--- config.mk ---
export PLATFORM = sky130hd
export DESIGN_NAME = source_comment_stripper_top
export DESIGN_NICKNAME = d
export VERILOG_FILES = /design/src/rtl/scs_pkg.sv /design/src/rtl/scs_front.sv /design/src/rtl/scs_queue.sv /design/src/rtl/scs_back.sv /design/src/rtl/source_comment_stripper_top.sv
export SDC_FILE = /design/constraint.sdc
export NUM_CORES = 1
export LEC_CHECK = 0
export BUFFER_PORTS_ARGS = -buffer_cell sky130_fd_sc_hd__buf_4
export CORE_AREA = 4 4 93 95
export CTS_CLUSTER_DIAMETER = 50
export DETAILED_ROUTE_END_ITERATION = 8
export DIE_AREA = 0 0 97 99
export PLACE_DENSITY = 0.86
export SYNTH_ARGS = -nofsm -noshare
export SYNTH_HDL_FRONTEND = slang
export SYNTH_SLANG_ARGS = --single-unit
--- constraint.sdc ---
create_clock -name clock -period 3.34 [get_ports clock]
set_clock_uncertainty 0.15 [all_clocks]
set_input_delay 0.668 -clock clock [delete_from_list [all_inputs] [get_ports clock]]
set_output_delay 0.668 -clock clock [all_outputs]
set_load 0.05 [all_outputs]
--- src/rtl/scs_pkg.sv ---
`timescale 1ns / 1ps
// shared types and constants for the source comment stripper
// no dependencies; imported by every module of the block

package scs_pkg;

   localparam logic [7:0] CH_DQUOTE = 8'h22;
   localparam logic [7:0] CH_SQUOTE = 8'h27;
   localparam logic [7:0] CH_SLASH  = 8'h2F;
   localparam logic [7:0] CH_STAR   = 8'h2A;
   localparam logic [7:0] CH_BSLASH = 8'h5C;
   localparam logic [7:0] CH_NL     = 8'h0A;

   // queue between classifier and output side, power of two
   localparam int QUEUE_DEPTH = 4;
   localparam int QPTR_W      = $clog2(QUEUE_DEPTH);

   // results caused by one input byte: one byte, or two when a held slash goes out first
   typedef struct packed {
      logic       two;
      logic [7:0] second_byte;
      logic [7:0] first_byte;
   } pair_type;

endpackage

--- src/rtl/scs_front.sv ---
`timescale 1ns / 1ps
// front end: accepts text bytes, runs the scan mode machine, pushes kept bytes
// depends on scs_pkg

module scs_front import scs_pkg::*; (
   input  logic       clock,
   input  logic       reset,
   input  logic       req_tvalid,
   output logic       req_tready,
   input  logic [7:0] req_tdata,   // in_byte[7:0]
   input  logic       req_tlast,   // final_byte
   input  logic       q_full,
   output logic       q_push,
   output pair_type   q_data
);

   typedef enum logic [5:0] {
      M_NORMAL = 6'b000001,
      M_QUOTE  = 6'b000010,
      M_QESC   = 6'b000100,
      M_BLOCK  = 6'b001000,
      M_BSTAR  = 6'b010000,
      M_LINE   = 6'b100000
   } mode_type;

   mode_type   mode_ff, mode_in;
   logic       quote_single_ff, quote_single_in;
   logic       slash_held_ff, slash_held_in;

   logic       accept;
   logic       emit_slash;
   logic       emit_byte;
   logic [7:0] b;
   logic       fin;

   assign req_tready = !q_full;
   assign accept     = req_tvalid && req_tready;
   assign b          = req_tdata;
   assign fin        = req_tlast;

   always_comb begin
      mode_in         = mode_ff;
      quote_single_in = quote_single_ff;
      slash_held_in   = slash_held_ff;
      emit_slash      = 1'b0;
      emit_byte       = 1'b0;
      case (mode_ff)
         M_QUOTE: begin
            emit_byte = 1'b1;
            if (b == CH_BSLASH) begin
               mode_in = M_QESC;
            end else if (b == (quote_single_ff ? CH_SQUOTE : CH_DQUOTE)) begin
               mode_in = M_NORMAL;
            end
         end
         M_QESC: begin
            emit_byte = 1'b1;
            mode_in   = M_QUOTE;
         end
         M_BLOCK: begin
            if (fin) begin
               emit_byte = 1'b1;
            end else if (b == CH_STAR) begin
               mode_in = M_BSTAR;
            end
         end
         M_BSTAR: begin
            if (b == CH_SLASH) begin
               mode_in = M_NORMAL;
            end else if (fin) begin
               emit_byte = 1'b1;
            end else if (b != CH_STAR) begin
               mode_in = M_BLOCK;
            end
         end
         M_LINE: begin
            if (b == CH_NL) begin
               emit_byte = 1'b1;
               mode_in   = M_NORMAL;
            end
         end
         default: begin
            // normal text, also any code outside the one-hot set
            mode_in       = M_NORMAL;
            slash_held_in = 1'b0;
            if (slash_held_ff && b == CH_STAR) begin
               mode_in = M_BLOCK;
            end else if (slash_held_ff && b == CH_SLASH) begin
               mode_in = M_LINE;
            end else begin
               emit_slash = slash_held_ff;
               if (b == CH_SLASH && !fin) begin
                  slash_held_in = 1'b1;
               end else begin
                  emit_byte = 1'b1;
                  if (b == CH_DQUOTE || b == CH_SQUOTE) begin
                     quote_single_in = (b == CH_SQUOTE);
                     mode_in         = M_QUOTE;
                  end
               end
            end
         end
      endcase
      // end of text brings everything back to reset
      if (fin) begin
         mode_in         = M_NORMAL;
         quote_single_in = 1'b0;
         slash_held_in   = 1'b0;
      end
   end

   assign q_push             = accept && (emit_slash || emit_byte);
   assign q_data.two         = emit_slash && emit_byte;
   assign q_data.first_byte  = emit_slash ? CH_SLASH : b;
   assign q_data.second_byte = b;

   always_ff @(posedge clock) begin
      if (reset) begin
         mode_ff         <= M_NORMAL;
         quote_single_ff <= 1'b0;
         slash_held_ff   <= 1'b0;
      end else if (accept) begin
         mode_ff         <= mode_in;
         quote_single_ff <= quote_single_in;
         slash_held_ff   <= slash_held_in;
      end
   end

endmodule

--- src/rtl/scs_queue.sv ---
`timescale 1ns / 1ps
// small fifo of result pairs between the front end and the output side
// depends on scs_pkg

module scs_queue import scs_pkg::*; (
   input  logic     clock,
   input  logic     reset,
   input  logic     push,
   input  pair_type push_data,
   output logic     full,
   input  logic     pop,
   output logic     not_empty,
   output pair_type pop_data
);

   pair_type              mem_ff [QUEUE_DEPTH];
   logic [QPTR_W-1:0]     wr_ptr_ff, rd_ptr_ff;
   logic [QPTR_W:0]       count_ff, count_in;

   assign full      = (count_ff == (QPTR_W+1)'(QUEUE_DEPTH));
   assign not_empty = (count_ff != '0);
   assign pop_data  = mem_ff[rd_ptr_ff];

   always_comb begin
      count_in = count_ff;
      if (push && !pop) begin
         count_in = count_ff + 1'b1;
      end else if (pop && !push) begin
         count_in = count_ff - 1'b1;
      end
   end

   always_ff @(posedge clock) begin
      if (push) begin
         mem_ff[wr_ptr_ff] <= push_data;
      end
   end

   always_ff @(posedge clock) begin
      if (reset) begin
         wr_ptr_ff <= '0;
         rd_ptr_ff <= '0;
         count_ff  <= '0;
      end else begin
         if (push) begin
            wr_ptr_ff <= wr_ptr_ff + 1'b1;
         end
         if (pop) begin
            rd_ptr_ff <= rd_ptr_ff + 1'b1;
         end
         count_ff <= count_in;
      end
   end

endmodule

--- src/rtl/scs_back.sv ---
`timescale 1ns / 1ps
// output side: splits queued pairs into single result transactions
// depends on scs_pkg

module scs_back import scs_pkg::*; (
   input  logic       clock,
   input  logic       reset,
   input  logic       q_not_empty,
   input  pair_type   q_data,
   output logic       q_pop,
   output logic       rsp_tvalid,
   input  logic       rsp_tready,
   output logic [7:0] rsp_tdata,   // out_byte[7:0]
   output logic       rsp_tlast    // run_end
);

   logic       out_valid_ff;
   logic [7:0] out_byte_ff;
   logic       out_last_ff;
   logic       pending_ff;
   logic [7:0] pend_byte_ff;
   logic       fire;
   logic       load_slot;

   assign fire       = out_valid_ff && rsp_tready;
   assign load_slot  = !out_valid_ff || fire;
   assign q_pop      = load_slot && !pending_ff && q_not_empty;
   assign rsp_tvalid = out_valid_ff;
   assign rsp_tdata  = out_byte_ff;
   assign rsp_tlast  = out_last_ff;

   always_ff @(posedge clock) begin
      if (load_slot) begin
         if (pending_ff) begin
            out_byte_ff <= pend_byte_ff;
            out_last_ff <= 1'b1;
         end else begin
            out_byte_ff  <= q_data.first_byte;
            out_last_ff  <= !q_data.two;
            pend_byte_ff <= q_data.second_byte;
         end
      end
   end

   always_ff @(posedge clock) begin
      if (reset) begin
         out_valid_ff <= 1'b0;
         pending_ff   <= 1'b0;
      end else if (load_slot) begin
         if (pending_ff) begin
            out_valid_ff <= 1'b1;
            pending_ff   <= 1'b0;
         end else begin
            out_valid_ff <= q_not_empty;
            pending_ff   <= q_not_empty && q_data.two;
         end
      end
   end

   a_pending_has_output: assert property (@(posedge clock) disable iff (reset)
      pending_ff |-> out_valid_ff)
      else $error("second byte pending with no first byte shown");

   a_not_last_means_pending: assert property (@(posedge clock) disable iff (reset)
      (out_valid_ff && !out_last_ff) |-> pending_ff)
      else $error("non-final result without a following byte");

   a_second_follows: assert property (@(posedge clock) disable iff (reset)
      (fire && pending_ff) |=> (rsp_tvalid && rsp_tlast))
      else $error("second byte of a pair did not follow as last");

endmodule

--- src/rtl/source_comment_stripper_top.sv ---
`timescale 1ns / 1ps
// top level of the source comment stripper: front end, pair queue, output side
// depends on scs_pkg, scs_front, scs_queue, scs_back
//
//   channel  direction  tdata             tuser  tlast
//   req      in         in_byte[7:0]      -      final_byte
//   rsp      out        out_byte[7:0]     -      run_end
//
// one input byte accepted per cycle while the pair queue has room
// a byte that yields two results holds the output side until its second result is loaded
// each result passes through the queue and the output register
// synchronous active-high reset returns the scan mode to normal text
// either side may stall; the queue decouples them

module source_comment_stripper_top import scs_pkg::*; (
   input  logic       clock,
   input  logic       reset,
   input  logic       req_tvalid,
   output logic       req_tready,
   input  logic [7:0] req_tdata,   // in_byte[7:0]
   input  logic       req_tlast,   // final_byte
   output logic       rsp_tvalid,
   input  logic       rsp_tready,
   output logic [7:0] rsp_tdata,   // out_byte[7:0]
   output logic       rsp_tlast    // run_end
);

   logic     q_full;
   logic     q_push;
   pair_type q_push_data;
   logic     q_pop;
   logic     q_not_empty;
   pair_type q_pop_data;

   scs_front u_front (
      .clock      (clock),
      .reset      (reset),
      .req_tvalid (req_tvalid),
      .req_tready (req_tready),
      .req_tdata  (req_tdata),
      .req_tlast  (req_tlast),
      .q_full     (q_full),
      .q_push     (q_push),
      .q_data     (q_push_data)
   );

   scs_queue u_queue (
      .clock     (clock),
      .reset     (reset),
      .push      (q_push),
      .push_data (q_push_data),
      .full      (q_full),
      .pop       (q_pop),
      .not_empty (q_not_empty),
      .pop_data  (q_pop_data)
   );

   scs_back u_back (
      .clock       (clock),
      .reset       (reset),
      .q_not_empty (q_not_empty),
      .q_data      (q_pop_data),
      .q_pop       (q_pop),
      .rsp_tvalid  (rsp_tvalid),
      .rsp_tready  (rsp_tready),
      .rsp_tdata   (rsp_tdata),
      .rsp_tlast   (rsp_tlast)
   );

endmodule

[Word-level counts from Yosys, hierarchy flattened]
Memory sizes are Yosys's and may differ from the RTL's. A register that Yosys moved wholly into a read port is not among the register bits.
Cells that the tools add are included.
Word-level totals
  output and inout bits: 11
  bits of input ports: 13
  memories: 1
  memory bits (writable): 68
  ROM bits: 0
  bits in registers: 34
  bits in latches: 0
Operators by class
  multiply operators: 0
  equal/unequal tests: 22
  shift operators: 0
  bitwise logic cells: 1
  magnitude comparators: 0
  reductions and logical operators: 31
  $add $sub $neg: 4
  div/mod/pow operators: 0
  muxes and demuxes: 44
Memory list
  u_queue.mem_ff: depth 4, bits a word 17, read ports 1, clocked after memory_dff 1, write ports 1, RTL line scs_queue.sv:16  | pair_type mem_ff [QUEUE_DEPTH];
Operators by type and width (count)
  2-to-1 mux 6 bit: 10
  == test 8 x 6 -> 1 bit (second input constant): 4
  one-hot mux 6 bit (5 select lines): 1
  2-to-1 mux 1 bit: 24
  2-to-1 mux 8 bit: 2
  logical AND 1 bit: 12
  2-to-1 mux 3 bit: 3
  == test 8 x 4 -> 1 bit (second input constant): 1
  == test 8 x 7 -> 1 bit (second input constant): 1
  == test 8 bit: 1
  != test 4 x 2 -> 1 bit (second input constant): 2
  != test 8 x 6 -> 1 bit (second input constant): 1
  zero test 1 bit: 7
  == test 6 x 2 -> 1 bit (second input constant): 1
  == test 6 x 3 -> 1 bit (second input constant): 1
  == test 6 x 4 -> 1 bit (second input constant): 1
  == test 6 x 5 -> 1 bit (second input constant): 1
  == test 6 bit (second input constant): 1
  2-to-1 mux 2 bit: 3
  != test 2 bit (second input constant): 3
  != test 3 x 2 -> 1 bit (second input constant): 2
  AND reduction 6 bit: 1
  AND reduction 5 bit: 1
  OR reduction 5 bit: 1
  other kinds (12): 17

[Longest topological paths before layout]
Gate-level depths: netlist of run 1.
  word-level depth: 12
  gate-level depth with buffers: 11
  depth with buffers taken out: 10

[By module]
Synthesis of run 1 repeated with hierarchy kept, for this count alone.
Second synthesis, totals
  cells, all modules: 297
  area, all modules: 4584.4 µm²
By module, submodules not included
  scs_queue: area an instance 2922.8 µm², cells each 133, times used 1, seq. area each 2222.1 µm²
  scs_front: area an instance 924.6 µm², cells each 125, times used 1, seq. area each 160.2 µm²
  scs_back: area an instance 737.0 µm², cells each 39, times used 1, seq. area each 550.5 µm²

[Worst setup path after synthesis of run 1]
OpenSTA, ideal clock, no wires.
  kind: in2reg
  start point: input req_tdata[4]
  end point: register u_queue.count_ff[2]
  slack: 280 ps
  library setup time: 71 ps
  path buffers: 0
  cell stages on the path: 9
  data arrival time: 2839 ps
  cells stage by stage: nor4b_1 -> nand4_1 -> a41oi_2 -> ha_1 -> inv_1 -> fa_1 -> xor2_1 -> or3_1 -> a21oi_1
On the way
  cells in the longest elaborated chain, start to end: 11
  elaborated cells on any way between the ends: 22
  classes of those cells: eq/ne: 3; mux: 10; reduce/logical: 9
RTL lines
  from (decl): RTL line source_comment_stripper_top.sv:20  | input logic [7:0] req_tdata,
  == test 8 x 6 -> 1 bit: RTL line scs_front.sv:68, scs_front.sv:88, scs_front.sv:92
  logical AND 1 bit: RTL line scs_front.sv:92  | if (b == CH_SLASH && !fin) begin
  2-to-1 mux 1 bit: RTL line scs_front.sv:92
  2-to-1 mux 1 bit: RTL line scs_front.sv:88  | end else if (slash_held_ff && b == CH_SLASH) begin
  2-to-1 mux 1 bit: RTL line scs_front.sv:86  | if (slash_held_ff && b == CH_STAR) begin
  one-hot mux 1 bit (4 select lines): RTL line scs_front.sv:47  | case (mode_ff)
  logical OR 1 bit *: RTL line scs_front.sv:112  | assign q_push = accept && (emit_slash || emit_byte);
  logical AND 1 bit *: RTL line scs_front.sv:112
  net q_push: RTL line source_comment_stripper_top.sv:29  | logic q_push;
  zero test 1 bit: RTL line scs_queue.sv:28  | end else if (pop && !push) begin
  logical AND 1 bit: RTL line scs_queue.sv:28
  nonzero test 2 bit (no source line)
  to (signal assigned): RTL line scs_queue.sv:51  | count_ff <= count_in;
  to (decl): RTL line scs_queue.sv:18  | logic [QPTR_W:0] count_ff, count_in;
Mark *: on every way through the listed nets, which the timed path passes. The rest lies on a longest branch.
A chain may end at the register's enable or synchronous reset.

[Final worst setup path of run 1]
  start point: register u_front.mode_ff[5]
  end point: register u_queue.count_ff[2]
On the way
  cells in the longest elaborated chain, start to end: 8
  elaborated cells on any way between the ends: 16
  classes of those cells: eq/ne: 5; mux: 3; reduce/logical: 8
RTL lines
  from (decl): RTL line scs_front.sv:26  | mode_type mode_ff, mode_in;
  from (signal assigned): RTL line scs_front.sv:123  | mode_ff <= mode_in;
  == test 6 x 2 -> 1 bit, or another cell as far along: RTL line scs_front.sv:47
  OR reduction 2 bit (no source line) or OR reduction 5 bit (tied branches)
  one-hot mux 1 bit (4 select lines) or 2-to-1 mux 1 bit (tied branches): RTL line scs_front.sv:47
  logical OR 1 bit *: RTL line scs_front.sv:112
  logical AND 1 bit *: RTL line scs_front.sv:112
  net q_push: RTL line source_comment_stripper_top.sv:29
  zero test 1 bit: RTL line scs_queue.sv:28
  logical AND 1 bit: RTL line scs_queue.sv:28
  nonzero test 2 bit (no source line)
Marks and branches as above.

==> results of run 1 <==
how the worst max path moves through the flow:
| stage | end | slack, ns | cells after the start |
|---|---|---|---|
| final | u_queue.count_ff[2] | 0.37 | 10 |
| after global routing | u_queue.count_ff[2] | 0.21 | 10 |
| after CTS | u_queue.count_ff[2] | 0.37 | 10 |
| after detailed placement | u_queue.count_ff[2] | 0.01 | 10 |
| after global placement | u_queue.count_ff[2] | 0.13 | 10 |
| after floorplan | u_queue.count_ff[2] | 0.28 | 9 |
per-layer routing:
metal	global-route usage (%)	up-vias	wire, um
met4	4.644	0	76
met1	23.33	1273	3317
met3	3.892	8	437
met5	0	-	0
li1	-	1174	-
met2	30.63	78	4082
state kept, by name (all words and copies together) (netlist names), named ones only:
register                 count
u_back.pending_ff            1
u_queue.mem_ff              68
u_back.pend_byte_ff          8
u_back.rsp_tlast             1
u_front.quote_single_ff      1
u_queue.count_ff             3
u_back.rsp_tvalid            1
u_front.mode_ff              6
u_queue.wr_ptr_ff            2
u_queue.rd_ptr_ff            2
u_front.slash_held_ff        1
u_back.rsp_tdata             8
power by group through the flow:
stage               Sequential [mW]  Clock (mW)  Combinational, mW
finish                         1.80       0.767              0.930
global route                   1.83       0.848               1.01
CTS                            1.81       0.777              0.939
detailed placement             1.84           0              0.934
global placement               1.82           0              0.919
floorplan                      1.98           0              0.527
critical path, cell delays in order (launching register included):
cell,delay [ns]
dfxtp_1,0.54
nor2_2,0.09
a32oi_2,0.42
o211ai_1,0.18
a41oi_2,0.22
ha_1,0.21
inv_1,0.07
fa_1,0.43
xor2_1,0.17
or3_1,0.30
a21oi_1,0.13
logic make-up after synthesis:
group,share of synthesized area [%]
muxes,12.50
adders and majority gates,1.818
buffers and inverters,1.955
AOI/OAI and AO/OA,5.812
xor gates and xnor gates,1.157
DFF,64.56
and+or+nand+nor,12.20
cell usage after synthesis, drive strengths merged, types with 3 or more instances:
cell | n | area [sq um]
ha | 5 | 62.56
nor3 | 6 | 35.03
edfxtp | 85 | 2552
and2 | 8 | 50.05
o21ai | 6 | 30.03
nand2b | 11 | 68.82
buf | 6 | 36.28
a21oi | 5 | 25.02
nor2b | 7 | 43.79
nand2 | 9 | 33.78
mux2i | 8 | 83.83
clkbuf | 5 | 18.77
nor4 | 3 | 33.78
mux4 | 17 | 382.9
nor2 | 16 | 62.56
mux2 | 9 | 101.4
nand4 | 3 | 18.77
and3 | 5 | 32.53
dfxtp | 19 | 380.4
xor2 | 4 | 35.03
inv | 9 | 33.78
nand3 | 8 | 40.04
layout make-up:
class	count	area [sq um]
clock inverters	5	46.29
clock buffers	11	152.6
fillers	523	2695
inverters	9	33.78
flip-flops and latches	104	2933
well taps	102	127.6
repair buffers	29	217.7
multi-input cells	164	1521
stage by stage:
stage	std cells	setup WS, ns	util (%)	instance area (sq um)
4_1_cts	424	0.3667	65.12	5032
2_1_floorplan	288	0.2799	-	4543
3_5_place_dp	408	0.01334	62.55	4833
3_3_place_gp	408	0.1265	62.55	4833
6_report	424	0.3683	65.12	5032
5_1_grt	424	0.2067	65.12	5032
==> reports/results.md, run 1 <==
| Stage | Result | Value |
| --- | --- | --- |
| timing | Unrepaired setup endpoints after global routing | false |
| timing | Hold violation total from the final report | 0 |
| clock tree | Post-CTS setup buffer count | 0 |
| drt | Overall routed net length | 7.913 mm |
| run status | Status | finished, final reports clean |
| layout | Number of nets at the end of the flow | 336 |
| pwr | Standby leakage power | 1.738 nW |
| clock tree | Inserted Clock Buffers | 9 |
| layout | Most common library cell in the layout ignoring fill and taps | edfxtp_1 |
| global routing | Pin count of the biggest net entering global routing | 25 |
| global routing | Remaining global-route overflow | 0 |
| global routing | Wire length of the first global-routing pass | 13.54 mm |
| logic synthesis | Number of enable-type register cells in the synthesized netlist | 85 |
| layout | Share of post-route cells with drive strength above 1 | 25.78% |
| hold path | Depth of the worst hold-timing path | 2 |
| clock tree | Clock Tree Root | clkbuf_8 |
| logic synthesis | Post-Syn Nets | 307 |
| critical path | Worst setup path startpoint | u_front.mode_ff[5] |
| critical path | Worst Setup End Kind | flip-flop |
| logic synthesis | Unique cell type count in the Yosys netlist | 59 |
| run | Reported max-cap violation count | 0 |
| layout | ANT cells | 0 |
| pwr | Internal power consumption | 2.401 mW |
| critical path | Number of cells traversed by the worst register-to-register path | 10 |
| logic synthesis | Sequential-to-total area share from yosys stat | 64.56% |
| placed design | Count of input and output buffers | 23 |
| floorplan | Core region area | 7727 sq um |
| drt | Number of remaining DRC errors | 0 |
| floorplan | Area of the die | 9603 sq um |
| timing | Setup_tns | 0 ns |
| placed design | Placer Congestion | 0.9494 |
| floorplan | Count of boundary I/O pins | 24 |
| clock tree | Count of cells resized by post-cts repair | 0 |
| floorplan | Chip height | 99 um |
| logic synthesis | Syn Std Cell Area | 4543 sq um |
| timing | Max Slew Vio Count | 0 |
| timing | Crit path time final | 2.972 ns |
| timing | Hold slack | 0.3472 ns |
| drt | TritonRoute pass-1 iters | 4 |
| floorplan | Number of placement rows | 32 |
| logic synthesis | Syn Inst Count | 288 |
| timing | Number of failing setup endpoints in the final timing report | 0 |
| floorplan | Initial Utilization | 58.79% |
| logic synthesis | Seq cells post-synth | 104 |
| logic synthesis | Ys async rst share | 0% |
| pwr | Power Density | 694.9 nW/um^2 |
| critical path | Worst setup slack for register-to-register paths | 0.37 ns |
| logic synthesis | Ys flop type | edfxtp_1 |
| pwr | Comb pwr share | 26.6% |
| drt | First DRT Iteration DRCs | 121 |
| global routing | Initial antenna violation count | 0 |
| pwr | Post-layout power | 3.497 mW |
| hold path | Hold endpoint | u_front.quote_single_ff |
| global routing | Total Routing Usage GR | 17.86% |
| critical path | Required time reported for the critical path endpoint | 3.49 ns |
| global routing | Vias in the first global route | 2541 |
| drt | WL per Instance | 18.66 um |
| hold path | Worst Hold Class | reg -> reg |
| pwr | Switching component of the power | 1.096 mW |
| drt | Via count | 2533 |
| layout | Area grow syn2layout | 10.77% |
| clock tree | Clk sinks | 104 |
| timing | Transition time of the tightest slew-check pin | 0.9341 ns |
| clock tree | CTS H-Tree Depth | 3 |
| critical path | Worst reg2reg startpoint | u_front.mode_ff[5] |
| critical path | Reg-to-reg endpoint | u_queue.count_ff[2] |
| logic synthesis | Number of warnings issued by yosys | 0 |
| floorplan | Die X | 97 um |
| drt | Remaining antenna violation count after routing | 0 |
| critical path | CP max FO | 7 |
| pwr | Sequential cell fraction of total power | 51.5% |
| timing | Max Freq | 0.3365 GHz |
| timing | Tcrit/Tclk final | 88.97% |
| hold path | Hold path startpoint | u_front.quote_single_ff |
| drt | Via/cell ratio | 5.974 |
| critical path | Data arrival time of the critical path | 3.12 ns |
| clock tree | Hold Buf Count CTS | 0 |
| critical path | Launching element type of the critical path | flip-flop |
| pwr | IR drop worst, VDD | 0.0002872 V |
| critical path | Critical path class | reg -> reg |
| timing | Max-slew headroom | 37.73% |
| layout | Most frequent cells in the layout | edfxtp_1 (85), buf_4 (29), dfxtp_1 (19), mux4_2 (17), nor2_1 (15) |
| logic synthesis | Average footprint of a synthesized cell | 15.77 sq um |
| placed design | Detailed placement HPWL | 5.439 mm |
| pwr | Fraction of power spent switching nets | 31.35% |
| pwr | Part of the total power dissipated in the clock network | 21.9% |
| clock tree | Clock-pin transition on the worst setup and hold timing paths | 0.10 ns |
| clock tree | Insertion delay to the later sink of the worst-skew pair | 0.35 ns |
| clock tree | Maximum clock insertion buffer count | 2 |
| clock tree | CTS tree | built |
Note: power is estimated with default switching activity, not from simulation.
==> inputs of run 2 (changes only) <==
--- a/config.mk
+++ b/config.mk
@@ -7,9 +7,10 @@
 export LEC_CHECK = 0
 export BUFFER_PORTS_ARGS = -buffer_cell sky130_fd_sc_hd__buf_4
-export CORE_AREA = 4 4 93 95
+export CORE_AREA = 4 4 118 75
 export CTS_CLUSTER_DIAMETER = 50
 export DETAILED_ROUTE_END_ITERATION = 8
-export DIE_AREA = 0 0 97 99
-export PLACE_DENSITY = 0.86
+export DIE_AREA = 0 0 122 79
+export PLACE_DENSITY = 0.87
+export REMOVE_ABC_BUFFERS = 1
 export SYNTH_ARGS = -nofsm -noshare
 export SYNTH_HDL_FRONTEND = slang
==> constraint.sdc (replaced) <==
create_clock -name clock -period 3.34 [get_ports clock]
set_clock_uncertainty 0.15 [all_clocks]
set_input_delay 0.835 -clock clock [delete_from_list [all_inputs] [get_ports clock]]
set_output_delay 0.835 -clock clock [all_outputs]
set_load 0.05 [all_outputs]
==> run 2 against run 1 <==
Net effect:
- via count up 1.7%
- count of clock-buffer cells in the layout shrank 2
- sequential cell count is the same
- cell count grew 3.1%
- non-clock buffer count grew 7
- critical endpoint unchanged
- sequential power about the same
- sequential share of layout area decreased by 2.3 points
- combinational power is 8% higher
==> reports/results.md, run 2 (synthesized netlist as in run 1, its figures left out) <==
| Stage | Result | Value | Delta |
| --- | --- | --- | --- |
| run status | Status | finished, final reports clean | unchanged |
| clock tree | Insertion delay to the later sink of the worst-skew pair | 0.35 ns | about the same |
| global routing | Layer with the highest usage after global routing | met2 | unchanged |
| global routing | Initial antenna violation count | 0 | unchanged |
| critical path | Data arrival time of the critical path | 3.21 ns | was 3.12 ns |
| timing | Max Freq | 0.3249 GHz | was 0.3365 GHz |
| drt | TritonRoute pass-1 iters | 4 | unchanged |
| drt | Remaining antenna violation count after routing | 0 | unchanged |
| global routing | Total Routing Usage GR | 19.46% | was 17.86% |
| pwr | Power Density | 761.2 nW/um^2 | was 694.9 nW/um^2 |
| global routing | Global Route met2 Usage | 30.51% | was 30.63% |
| run | Reported max-cap violation count | 0 | unchanged |
| timing | Transition time of the tightest slew-check pin | 0.9764 ns | was 0.9341 ns |
| global routing | Global Route met3 Usage | 6.121% | was 3.892% |
| critical path | Critical path class | in -> reg | was reg -> reg |
| layout | Area grow syn2layout | 15.40% | was 10.77% |
| timing | Max Slew Vio Count | 0 | unchanged |
| layout | ANT cells | 0 | unchanged |
| layout | Most common library cell in the layout ignoring fill and taps | edfxtp_1 | unchanged |
| layout | Most frequent cells in the layout | edfxtp_1 (85), buf_4 (36), dfxtp_1 (19), mux4_2 (17), nor2_1 (15) | was edfxtp_1 (85), buf_4 (29), dfxtp_1 (19), mux4_2 (17), nor2_1 (15) |
| layout | Flip-flop count of the largest register after layout | 68 | unchanged |
| timing | Unrepaired setup endpoints after global routing | false | unchanged |
| critical path | CP max FO | 3 | was 7 |
| placed design | Count of input and output buffers | 23 | unchanged |
| clock tree | Hold Buf Count CTS | 0 | unchanged |
| critical path | Critical-path cell list | buf_4 > nor4b_1 > buf_4 > nand4_1 > a41oi_2 > ha_1 > inv_1 > fa_1 > xor2_1 > or3_1 > a21oi_1 | was nor2_2 > a32oi_2 > o211ai_1 > a41oi_2 > ha_1 > inv_1 > fa_1 > xor2_1 > or3_1 > a21oi_1 |
| timing | Tcrit/Tclk final | 92.16% | was 88.97% |
| pwr | Post-layout power | 3.990 mW | was 3.497 mW |
| placed design | Detailed placement HPWL | 5.836 mm | was 5.439 mm |
| clock tree | Inserted Clock Buffers | 9 | unchanged |
| critical path | CP max-delay cell | fa_1 | was dfxtp_1 |
| layout | Sequential cell area in the final layout | 2933 sq um | unchanged |
| global routing | Remaining global-route overflow | 0 | unchanged |
| drt | First DRT Iteration DRCs | 202 | was 121 |
| drt | Via count | 2575 | was 2533 |
| placed design | Placer Congestion | 0.8784 | was 0.9494 |
| clock tree | CTS H-Tree Depth | 3 | unchanged |
| global routing | Met1 global-route usage | 26.79% | was 23.33% |
| global routing | Vias in the first global route | 2603 | was 2541 |
| pwr | Standby leakage power | 1.844 nW | was 1.738 nW |
| clock tree | CTS tree | built | unchanged |
| drt | WL per Instance | 19.62 um | was 18.66 um |
| clock tree | Clk sinks | 104 | unchanged |
| timing | Hold violation total from the final report | 0 | unchanged |
| timing | Crit path time final | 3.078 ns | was 2.972 ns |
| critical path | Kind of cell adding the most delay to the critical path | simple AND/OR/NAND/NOR gates | was compound AO/OA/AOI/OAI gates |
| hold path | Worst Hold Class | reg -> reg | unchanged |
| floorplan | Count of boundary I/O pins | 24 | unchanged |
| timing | Number of failing setup endpoints in the final timing report | 0 | unchanged |
| clock tree | Clock-pin transition on the worst setup and hold timing paths | 0.07 ns | was 0.10 ns |
| critical path | Critical path's most frequent cell | buf_4 |  |
| timing | Max-slew headroom | 34.66% | was 37.73% |
| layout | Fillcell total | 529 | was 523 |
| layout | Share of post-route cells with drive strength above 1 | 27.66% | was 25.78% |
| critical path | Required time reported for the critical path endpoint | 3.47 ns | was 3.49 ns |
| clock tree | Post-CTS setup buffer count | 0 | unchanged |
| clock tree | Maximum clock insertion buffer count | 2 | unchanged |
| clock tree | Clock Tree Root | clkbuf_16 | was clkbuf_8 |
| critical path | Number of buffers and inverters on the critical path | 3 | was 1 |
| layout | Most flop-heavy register | u_queue.mem_ff | unchanged |
| critical path | Launching element type of the critical path | input port | was flip-flop |
| clock tree | Count of cells resized by post-cts repair | 0 | unchanged |
| global routing | Wire length of the first global-routing pass | 13.86 mm | was 13.54 mm |
| drt | Number of remaining DRC errors | 0 | unchanged |
| critical path | Maximum cell stage delay along the critical path | 0.43 ns | was 0.54 ns |
| timing | Setup_tns | 0 ns | unchanged |
| floorplan | Area of the die | 9638 sq um | was 9603 sq um |
| global routing | Pin count of the biggest net entering global routing | 25 | unchanged |
| layout | Number of nets at the end of the flow | 343 | was 336 |
| drt | Overall routed net length | 8.574 mm | was 7.913 mm |
| floorplan | Initial Utilization | 58.80% | was 58.79% |
| floorplan | Core region area | 7726 sq um | was 7727 sq um |
| floorplan | Chip height | 79 um | was 99 um |
| floorplan | Number of placement rows | 25 | was 32 |
| pwr | IR drop worst, VDD | 0.0003730 V | was 0.0002872 V |
| critical path | Worst Setup End Kind | flip-flop | unchanged |
| layout | Area taken by multi-input logic gates | 1521 sq um | unchanged |
| floorplan | Die X | 122 um | was 97 um |
| drt | Via/cell ratio | 5.892 | was 5.974 |
## run 2: cell types whose count changed in the layout (fill, tap and decap cells not counted), sizes merged
cell,before,now
buf,29,36
bufinv,0,3
clkbuf,11,9
clkinv,2,1
## run 2: path summary, 6_finish.rpt
| path | start | end | slack, ns | cells after the start |
|---|---|---|---|---|
| worst min register to register | u_front.quote_single_ff | u_front.quote_single_ff | 0.35 | 2 |
| worst max register to register | u_front.mode_ff[1] | u_queue.count_ff[2] | 0.34 | 10 |
| worst max-delay path | req_tdata[4] | u_queue.count_ff[2] | 0.26 | 11 |
| worst min-delay path | u_front.quote_single_ff | u_front.quote_single_ff | 0.35 | 2 |
## run 2: final cells by class
| cell class | count | share of cell area, % |
|---|---|---|
| inverters | 9 | 0.6444 |
| clock buffers | 9 | 4.296 |
| flip-flops and latches | 104 | 55.94 |
| clock inverters | 7 | 2.363 |
| repair buffers | 36 | 5.155 |
| multi-input cells | 164 | 29.02 |
| well taps | 108 | 2.578 |
## run 2: layer usage
metal / vias up / share of wire [%]
met1: 1284 / 44
met2: 92 / 48
met3: 9 / 6.8
met5: - / 0
li1: 1190 / -
met4: 0 / 1.1
## run 2: worst register-to-register path, delay by kind of cell (launching register included)
family,cells,cell delay [ns]
AOI/OAI and AO/OA,2,0.44
xor gates and xnor gates,1,0.19
adders and majority gates,2,0.65
buffers and inverters,1,0.06
DFF,1,0.39
and+or+nand+nor,4,1.06
## run 2: through the flow
stage	utilization (%)	setup WS, ns	cells	hold slack (ns)	instance area (sq um)
global placement	63.34	0.04477	421	0.3275	4893
global route	67.85	0.1021	437	0.3812	5243
floorplan	-	0.1138	277	0.3068	4488
CTS	67.85	0.2652	437	0.3532	5243
finish	67.85	0.2620	437	0.3482	5243
detailed placement	63.34	-0.1151	421	0.3424	4893
## run 2: report_power, final
part | internal (mW) | switching [mW] | total, mW
logic | 0.410 | 0.593 | 1.00
registers | 1.68 | 0.108 | 1.79
clock network | 0.741 | 0.461 | 1.20
total | 2.83 | 1.16 | 3.99
